### src/design/time_of_day_clock_with_alarm_slots_assert.svh
// Assertion macros for the time-of-day clock with alarm slots.
`ifndef TIME_OF_DAY_CLOCK_WITH_ALARM_SLOTS_ASSERT_SVH
`define TIME_OF_DAY_CLOCK_WITH_ALARM_SLOTS_ASSERT_SVH
`ifndef SYNTH
// Same-cycle implication, disabled while reset is asserted.
`define TODC_ASSERT_NOW(label, clk, rst_n, ante, cons) \
	label: assert property (@(posedge clk) disable iff (!(rst_n)) (ante) |-> (cons)) \
	else $error("todc assertion failed");
// Next-cycle implication, disabled while reset is asserted.
`define TODC_ASSERT_NEXT(label, clk, rst_n, ante, cons) \
	label: assert property (@(posedge clk) disable iff (!(rst_n)) (ante) |=> (cons)) \
	else $error("todc assertion failed");
`else
`define TODC_ASSERT_NOW(label, clk, rst_n, ante, cons)
`define TODC_ASSERT_NEXT(label, clk, rst_n, ante, cons)
`endif
`endif

### src/design/todc_pkg.sv
// Shared types and constants for the time-of-day clock with alarm slots.
`default_nettype none
package todc_pkg;

	localparam int unsigned DAY_MINS     = 1440;
	localparam int unsigned NOON_HOURS   = 12;
	localparam int unsigned WINDOW_RESET = 10;

	typedef enum logic [1:0] {
		CMD_TICK        = 2'd0,
		CMD_SET_TIME    = 2'd1,
		CMD_WRITE_SLOT  = 2'd2,
		CMD_CLEAR_SLOTS = 2'd3
	} cmd_t;

	typedef enum logic [2:0] {
		ST_IDLE,
		ST_EXEC,
		ST_MINUTE,
		ST_SCAN,
		ST_DONE
	} state_t;

endpackage
`default_nettype wire

### src/design/time_of_day_clock_with_alarm_slots.sv
// Top level of the time-of-day clock with alarm slots.
`default_nettype none
`include "time_of_day_clock_with_alarm_slots_assert.svh"
// The block keeps the time of day as hours, minutes and seconds, starting at
// 12:00:00 after reset, and a table of SLOT_COUNT alarm slots, each a minute
// of day with a valid mark. Every input transfer carries one command: a
// one-second tick, set time, write one slot, or clear all slots. Every command
// yields exactly one output transfer giving the time after the command and the
// lowest-numbered valid slot that lies from zero to window_minutes minutes
// ahead of the current minute, counted around midnight. Out-of-range set
// values are folded back into the day, and a slot write to an index at or
// beyond SLOT_COUNT changes nothing. One command is worked on at a time: after
// an input transfer the block applies the command, then forms the current
// minute of day, then checks one slot per cycle on a single
// subtract-and-compare unit, stopping at the first hit, and then loads the
// output register. The load waits while the output register still holds a
// result that has not been taken, and the block is ready for the next
// command in the cycle after the load. The output register lets a new command
// start while the previous result still waits to be taken. The window
// register may be written at any time the block is idle; it resets to ten
// minutes.
module time_of_day_clock_with_alarm_slots #(
	parameter int SLOT_COUNT = 6
) (
	input  wire logic        clk,
	input  wire logic        arst_n,
	// Configuration: the look-ahead window in minutes.
	input  wire logic        cfg_wr_en,
	input  wire logic [5:0]  cfg_wr_data,
	// Command channel.
	input  wire logic        in_valid,
	output logic             in_ready,
	input  wire logic [1:0]  cmd,
	input  wire logic [4:0]  set_hours,
	input  wire logic [5:0]  set_minutes,
	input  wire logic [5:0]  set_seconds,
	input  wire logic [2:0]  slot_index,
	// Result channel.
	output logic             out_valid,
	input  wire logic        out_ready,
	output logic [4:0]       now_hours,
	output logic [5:0]       now_minutes,
	output logic [5:0]       now_seconds,
	output logic             alarm_hit,
	output logic [2:0]       hit_slot,
	output logic [10:0]      hit_minute_of_day
);
	import todc_pkg::*;

	localparam int IDX_W = (SLOT_COUNT > 1) ? $clog2(SLOT_COUNT) : 1;

	// Sequencer state.
	state_t state_q, state_d;

	// Captured command.
	cmd_t       cmd_q;
	logic [4:0] hh_q;
	logic [5:0] mm_q;
	logic [5:0] ss_q;
	logic [2:0] idx_q;

	// Time of day and configuration.
	logic [4:0]  hour_q;
	logic [5:0]  min_q;
	logic [5:0]  sec_q;
	logic [5:0]  window_q;
	logic [10:0] nowm_q;

	// Alarm slot table: the minutes have no reset, the valid marks do.
	logic [10:0] slot_minute_q [SLOT_COUNT];
	logic        slot_valid_q  [SLOT_COUNT];

	// Scan pointer and hit record.
	logic [IDX_W-1:0] scan_q;
	logic             hit_q;
	logic [2:0]       hit_idx_q;
	logic [10:0]      hit_min_q;

	// Output register.
	logic        out_valid_q;
	logic [4:0]  out_hours_q;
	logic [5:0]  out_minutes_q;
	logic [5:0]  out_seconds_q;
	logic        out_hit_q;
	logic [2:0]  out_slot_q;
	logic [10:0] out_min_q;

	// Sequencer decodes.
	logic accept;
	logic exec_en;
	logic minute_en;
	logic scan_en;
	logic load_out;

	// Command arithmetic.
	logic [5:0]  set_sec;
	logic        sec_carry;
	logic [6:0]  min_sum;
	logic [5:0]  set_min;
	logic        min_carry;
	logic [5:0]  hour_sum;
	logic [4:0]  set_hour;
	logic [10:0] slot_raw;
	logic [10:0] slot_norm;

	// Shared subtract-and-compare unit.
	logic [10:0] scan_minute;
	logic        scan_valid;
	logic [11:0] diff;
	logic [11:0] ahead;
	logic        scan_hit;
	logic        scan_last;
	logic [IDX_W+2:0] scan_ext;

	assign accept = in_valid && in_ready;

	// Next-state logic.
	always_comb begin
		state_d = state_q;
		case (state_q)
			ST_IDLE: begin
				if (in_valid) begin
					state_d = ST_EXEC;
				end
			end
			ST_EXEC:   state_d = ST_MINUTE;
			ST_MINUTE: state_d = ST_SCAN;
			ST_SCAN: begin
				if (scan_hit || scan_last) begin
					state_d = ST_DONE;
				end
			end
			ST_DONE: begin
				if (load_out) begin
					state_d = ST_IDLE;
				end
			end
			default:   state_d = ST_IDLE;
		endcase
	end

	// Sequencer output decodes.
	always_comb begin
		in_ready  = 1'b0;
		exec_en   = 1'b0;
		minute_en = 1'b0;
		scan_en   = 1'b0;
		load_out  = 1'b0;
		case (state_q)
			ST_IDLE:   in_ready  = 1'b1;
			ST_EXEC:   exec_en   = 1'b1;
			ST_MINUTE: minute_en = 1'b1;
			ST_SCAN:   scan_en   = 1'b1;
			ST_DONE:   load_out  = !out_valid_q || out_ready;
			default:   in_ready  = 1'b0;
		endcase
	end

	always_ff @(posedge clk or negedge arst_n) begin
		if (!arst_n) begin
			state_q <= ST_IDLE;
		end else begin
			state_q <= state_d;
		end
	end

	// The command is held for the cycles that apply it.
	always_ff @(posedge clk) begin
		if (accept) begin
			cmd_q <= cmd_t'(cmd);
			hh_q  <= set_hours;
			mm_q  <= set_minutes;
			ss_q  <= set_seconds;
			idx_q <= slot_index;
		end
	end

	// Folding a set time back into the day: each field overflows its range
	// at most once, so one conditional subtraction per field is enough.
	always_comb begin
		sec_carry = (ss_q >= 6'd60);
		set_sec   = sec_carry ? (ss_q - 6'd60) : ss_q;
		min_sum   = {1'b0, mm_q} + {6'd0, sec_carry};
		min_carry = (min_sum >= 7'd60);
		set_min   = min_carry ? 6'(min_sum - 7'd60) : min_sum[5:0];
		hour_sum  = {1'b0, hh_q} + {5'd0, min_carry};
		set_hour  = (hour_sum >= 6'd24) ? 5'(hour_sum - 6'd24) : hour_sum[4:0];
	end

	// Minute of day for a slot write, folded into one day.
	always_comb begin
		slot_raw  = {hh_q, 6'd0} - {4'd0, hh_q, 2'd0} + {5'd0, mm_q};
		slot_norm = (slot_raw >= 11'(DAY_MINS)) ? (slot_raw - 11'(DAY_MINS)) : slot_raw;
	end

	// Time of day.
	always_ff @(posedge clk or negedge arst_n) begin
		if (!arst_n) begin
			hour_q <= 5'(NOON_HOURS);
			min_q  <= 6'd0;
			sec_q  <= 6'd0;
		end else if (exec_en) begin
			if (cmd_q == CMD_TICK) begin
				if (sec_q == 6'd59) begin
					sec_q <= 6'd0;
					if (min_q == 6'd59) begin
						min_q  <= 6'd0;
						hour_q <= (hour_q == 5'd23) ? 5'd0 : hour_q + 5'd1;
					end else begin
						min_q <= min_q + 6'd1;
					end
				end else begin
					sec_q <= sec_q + 6'd1;
				end
			end else if (cmd_q == CMD_SET_TIME) begin
				hour_q <= set_hour;
				min_q  <= set_min;
				sec_q  <= set_sec;
			end
		end
	end

	// Window register.
	always_ff @(posedge clk or negedge arst_n) begin
		if (!arst_n) begin
			window_q <= 6'(WINDOW_RESET);
		end else if (cfg_wr_en) begin
			window_q <= cfg_wr_data;
		end
	end

	// Slot minutes.
	always_ff @(posedge clk) begin
		for (int i = 0; i < SLOT_COUNT; i++) begin
			if (exec_en && cmd_q == CMD_WRITE_SLOT && int'(idx_q) == i) begin
				slot_minute_q[i] <= slot_norm;
			end
		end
	end

	// Slot valid marks.
	always_ff @(posedge clk or negedge arst_n) begin
		if (!arst_n) begin
			for (int i = 0; i < SLOT_COUNT; i++) begin
				slot_valid_q[i] <= 1'b0;
			end
		end else if (exec_en) begin
			for (int i = 0; i < SLOT_COUNT; i++) begin
				if (cmd_q == CMD_CLEAR_SLOTS) begin
					slot_valid_q[i] <= 1'b0;
				end else if (cmd_q == CMD_WRITE_SLOT && int'(idx_q) == i) begin
					slot_valid_q[i] <= 1'b1;
				end
			end
		end
	end

	// The slot under the scan pointer, measured ahead of the current minute
	// around midnight and compared against the window.
	always_comb begin
		scan_minute = slot_minute_q[scan_q];
		scan_valid  = slot_valid_q[scan_q];
		diff        = {1'b0, scan_minute} - {1'b0, nowm_q};
		ahead       = diff[11] ? (diff + 12'(DAY_MINS)) : diff;
		scan_hit    = scan_en && scan_valid && (ahead <= {6'd0, window_q});
		scan_last   = (scan_q == IDX_W'(SLOT_COUNT - 1));
		scan_ext    = (IDX_W + 3)'(scan_q);
	end

	// Current minute of day, then the scan itself.
	always_ff @(posedge clk) begin
		if (minute_en) begin
			nowm_q <= {hour_q, 6'd0} - {4'd0, hour_q, 2'd0} + {5'd0, min_q};
		end
	end

	always_ff @(posedge clk or negedge arst_n) begin
		if (!arst_n) begin
			scan_q    <= '0;
			hit_q     <= 1'b0;
			hit_idx_q <= 3'd0;
			hit_min_q <= 11'd0;
		end else if (minute_en) begin
			scan_q    <= '0;
			hit_q     <= 1'b0;
			hit_idx_q <= 3'd0;
			hit_min_q <= 11'd0;
		end else if (scan_en) begin
			if (scan_hit) begin
				hit_q     <= 1'b1;
				hit_idx_q <= scan_ext[2:0];
				hit_min_q <= scan_minute;
			end else if (!scan_last) begin
				scan_q <= scan_q + IDX_W'(1);
			end
		end
	end

	// Output register.
	always_ff @(posedge clk or negedge arst_n) begin
		if (!arst_n) begin
			out_valid_q <= 1'b0;
		end else if (load_out) begin
			out_valid_q <= 1'b1;
		end else if (out_ready) begin
			out_valid_q <= 1'b0;
		end
	end

	always_ff @(posedge clk) begin
		if (load_out) begin
			out_hours_q   <= hour_q;
			out_minutes_q <= min_q;
			out_seconds_q <= sec_q;
			out_hit_q     <= hit_q;
			out_slot_q    <= hit_idx_q;
			out_min_q     <= hit_min_q;
		end
	end

	assign out_valid         = out_valid_q;
	assign now_hours         = out_hours_q;
	assign now_minutes       = out_minutes_q;
	assign now_seconds       = out_seconds_q;
	assign alarm_hit         = out_hit_q;
	assign hit_slot          = out_slot_q;
	assign hit_minute_of_day = out_min_q;

	// A result without a hit carries zero slot and zero minute.
	`TODC_ASSERT_NOW(a_no_hit_zero, clk, arst_n, out_valid && !alarm_hit, hit_slot == 3'd0 && hit_minute_of_day == 11'd0)
	// A delivered time always lies within the day.
	`TODC_ASSERT_NOW(a_time_in_range, clk, arst_n, out_valid, now_hours < 5'd24 && now_minutes < 6'd60 && now_seconds < 6'd60)
	// An accepted command is applied in the very next cycle.
	`TODC_ASSERT_NEXT(a_accept_exec, clk, arst_n, in_valid && in_ready, state_q == ST_EXEC && !in_ready)

endmodule
`default_nettype wire
### config.mk
export PLATFORM = sky130hd
export DESIGN_NAME = time_of_day_clock_with_alarm_slots
export DESIGN_NICKNAME = d
export VERILOG_FILES = /design/src/design/todc_pkg.sv /design/src/design/time_of_day_clock_with_alarm_slots.sv
export VERILOG_INCLUDE_DIRS = /design/src /design/src/design
export SDC_FILE = /design/constraint.sdc
export NUM_CORES = 1
export LEC_CHECK = 0
export ABC_AREA = 1
export BUFFER_PORTS_ARGS = -buffer_cell sky130_fd_sc_hd__buf_2
export CORE_MARGIN = 4
export CORE_UTILIZATION = 32
export DETAILED_ROUTE_END_ITERATION = 6
export PLACE_DENSITY_LB_ADDON = 0.08
export SYNTH_ARGS = -nofsm -noshare
export SYNTH_HDL_FRONTEND = slang
export SYNTH_SLANG_ARGS = --single-unit
### constraint.sdc
create_clock -name clk -period 4.7 [get_ports clk]
set_input_delay 0.47 -clock clk [delete_from_list [all_inputs] [get_ports clk]]
set_output_delay 0.47 -clock clk [all_outputs]
set_load 0.01 [all_outputs]
==> impl_metrics.py <==
metrics = {
    "cells_and_area": {
        "nNetsFinal": 1065,
        "nFillCells": 2872,
        "multiInputGateArea_um2": 3290,
        "final_layout_size_suffix_gt1_share_pct": 16.1,
        "regArea_um2": 5220,
        "area_growth_pct": 16.7,
        "antenna_cells": 0,
    },
    "setup_path": {
        "crit_buf_inv": 4,
        "cp-end-kind": "flip-flop",
        "r2r-start": "scan_q[0]",
        "worstPathArrival_ps": 4540,
        "cp_slowest_cell": "ha_1",
        "crit_start": "scan_q[0]",
        "worst-r2r-cell-count": 27,
        "cp-start-kind": "flip-flop",
        "critPathMaxStageDelay_ps": 390,
        "worstPathRequired_ps": 5070,
        "crit_fanout": 28,
        "r2r_slack_ps": 520,
        "critPathTopFamily": "simple AND/OR/NAND/NOR gates",
        "path_class": "reg2reg",
        "timing.rr.end": "hit_idx_q[2]",
        "cp.depth": 27,
        "crit_top_cell": "nand2_1",
        "endpoint": "hit_idx_q[2]",
    },
    "clock_network": {
        "cts_setup_buffers": 0,
        "clockBufferDepth": 2,
        "cts_max_level": 4,
        "cts_tree": "done",
        "clk_latency_ps": 430,
        "clock-sinks": 182,
        "root_buffer": "clkbuf_16",
        "path_clk_slew_ps": 80,
        "cts_made_buffers": 17,
    },
    "placement": {
        "gp_congestion": 0.804,
        "place_hpwl_mm": 15.2,
        "io_buffers": 66,
    },
    "grt": {
        "grt_max_degree": 52,
        "grt_pass1_vias": 6225,
        "track_usage_pct": 14.0,
        "antenna_found_initial": 0,
        "grt_overflow": 0,
        "grt_pass1_wl_mm": 34.3,
    },
    "sta": {
        "period_share_pct": 88.9,
        "tns_ps": 0,
        "hold_ws_ps": 165,
        "fin_skew_ps": 16.3,
        "worst_pin_slew_ps": 976,
        "rsz0062_at_grt": "no",
        "hold_viol_final": 0,
        "relSlewSlack_pct": 34.8,
        "layout_min_cycle_time_ps": 4180,
        "fmax_mhz": 239,
        "final_max_slew_viol_count": 0,
        "finalSetupViolCount": 0,
    },
    "floorplanning": {
        "die_y_um": 176,
        "core_um2": 27800,
        "fp.dieW_um": 176,
        "num_rows": 61,
        "die_area_um2": 30900,
        "io_pins": 67,
        "initial_core_util_pct": 32.4,
    },
    "route": {
        "ant_nets": 0,
        "routed_wl_mm": 20.8,
        "wl_per_cell_um": 15.1,
        "firstDrtPassIters": 4,
        "viasPerCell": 4.51,
        "vias": 6227,
        "drt_iter0_markers": 328,
        "drc": 0,
    },
    "yosys": {
        "syn_nets": 977,
        "synth_seq_area_share_pct": 57.9,
        "synth_top_area_cell": "edfxtp_1",
        "yosys-top-cells-area": "edfxtp_1 (44%), dfrtp_1 (13%), nand2_1 (9.2%), ha_1 (5.6%), inv_1 (4.4%)",
        "synth-seq-cells": 182,
        "synthCells": 903,
        "synthesis.area_um2": 9000,
        "synth_cell_types": 47,
        "synth-edff-count": 131,
        "ys.flop_type": "edfxtp_1",
        "ys_async_sr_fraction_pct": 28.0,
        "ys_warn_count": 0,
        "synth_top_area_share_pct": 43.7,
        "syn_avg_cell_area_um2": 9.97,
    },
    "pwr": {
        "powerDensity_nw_per_um2": 709,
        "leakagePower_uw": 0.00459,
        "ir_drop_v": 0.000244,
    },
    "outcome": {
        "status": "finished, final reports clean",
    },
    "worst_hold_path": {
        "hold_path_class": "in2async",
    },
    "run": {
        "maxCapViolCount": 0,
    },
}
layout by cell type (no fill, tap or decap), drive strengths merged, types with 3 or more instances in the layout:
cell type and count:
nand2 232, edfxtp 131, inv 119, buf 89, nor2 71, nand3 69, dfrtp 47, o21ai 41
ha 40, a21oi 32, xor2 22, clkbuf 18, o22ai 13, nand4 11, xnor2 11, a32o 10
nor3 10, a31oi 9, clkinv 5, o21bai 4, dfstp 4, a22oi 3
layout make-up:
class | instances | share of cell area [%]
sequential | 182 | 49.6
multi-input combinational | 590 | 31.3
timing repair buffer | 89 | 4.91
tap | 378 | 4.50
clock buffer | 18 | 4.29
inverter | 111 | 3.99
clock inverter | 14 | 1.38
what timing repair did:
item / 4_1_cts / 5_1_grt
hold buffers: 0 / 0
resized for setup: 0 / 2
endpoints found under the setup margin: 0 / 12
worst reg2reg max path, cell delays in order (launching register included):
cell and delay (ps):
dfrtp_1 380, buf_4 300, nand2_1 100, a32o_1 260, o22ai_1 360, ha_1 390, nand2_1 100, nand2_1 60
inv_1 60, nand2_2 60, nand3_1 150, nand3_2 140, xnor2_1 150, ha_1 290, nand2_1 70, inv_1 50
nand2_1 50, nand2_1 40, nand2_1 50, nand2_1 50, nor2_1 120, and2_1 140, nand2_1 60, nor2_2 130
nand2_4 190, inv_2 210, nand3_1 100, nand2_1 70
sequential cells by signal, indices dropped and copies added, names as in the netlist, 11 cells and up:
register	flops
slot_minute_q	66
hit_minute_of_day	11
nowm_q	11
hit_min_q	11
stage by stage:
stage / power [µW] / utilization (%) / setup WS (ps) / area (µm²) / std cells
2_1_floorplan: 5110 / - / 1070 / 9000 / 903
3_3_place_gp: 6120 / 35.7 / 355 / 9910 / 1350
3_5_place_dp: 6120 / 35.7 / 393 / 9910 / 1350
4_1_cts: 7580 / 37.8 / 377 / 10500 / 1382
5_1_grt: 8200 / 37.8 / 46.8 / 10500 / 1382
6_report: 7450 / 37.8 / 521 / 10500 / 1382
worst min-delay path by stage:
| stage | from | end | slack (ps) |
|---|---|---|---|
| finish | arst_n | window_q[2] | 160 |
| floorplan | arst_n | hit_idx_q[0] | 170 |
| detailed placement | hit_min_q[10] | hit_minute_of_day[10] | 430 |
| global placement | hit_min_q[4] | hit_minute_of_day[4] | 440 |
| global route | set_seconds[1] | ss_q[1] | 180 |
| CTS | set_seconds[3] | ss_q[3] | 190 |
routing by layer:
layer | up-vias | global-route usage (%) | wire length (µm)
li1 | 3225 | - | -
met1 | 2896 | 20.2 | 10400
met2 | 95 | 22.2 | 9540
met3 | 11 | 2.50 | 677
met4 | 0 | 3.28 | 235
met5 | - | 0 | 0
where the power goes:
group	internal [µW]	switching (µW)
sequential	2170	227
clock	745	688
combinational	1320	2300
Yosys cell counts, types with 2 or more instances:
| cell | instances |
|---|---|
| a21oi_1 | 29 |
| a21oi_2 | 3 |
| ha_1 | 40 |
| o21ai_0 | 35 |
| a31oi_1 | 9 |
| nor2_2 | 3 |
| nand2_1 | 221 |
| a22oi_1 | 3 |
| nand2_2 | 9 |
| dfstp_2 | 4 |
| nand4_1 | 11 |
| a32o_1 | 10 |
| inv_1 | 105 |
| clkbuf_1 | 11 |
| clkinv_1 | 2 |
| o31ai_1 | 2 |
| o22ai_1 | 13 |
| o21bai_1 | 4 |
| buf_2 | 4 |
| o21ai_1 | 3 |
| xor2_1 | 21 |
| edfxtp_1 | 131 |
| dfrtp_1 | 47 |
| inv_2 | 4 |
| nand3_1 | 65 |
| nor2_1 | 67 |
| nand3_2 | 4 |
| xnor2_1 | 11 |
| nand2_4 | 2 |
| o21ai_2 | 3 |
| buf_6 | 2 |
| nor3_1 | 8 |
| buf_1 | 3 |
logic make-up after synthesis:
family / Yosys count / share of synthesized area [%]
AO/OA/AOI/OAI: 119 / 8.17
XOR/XNOR: 33 / 3.29
adder cells (fa/ha/maj): 41 / 5.78
buffers and inverters: 131 / 5.68
flip-flops: 182 / 57.9
multiplexers: 1 / 0.125
AND/OR/NAND/NOR: 396 / 19.0
(Power assumes the default switching activity.)
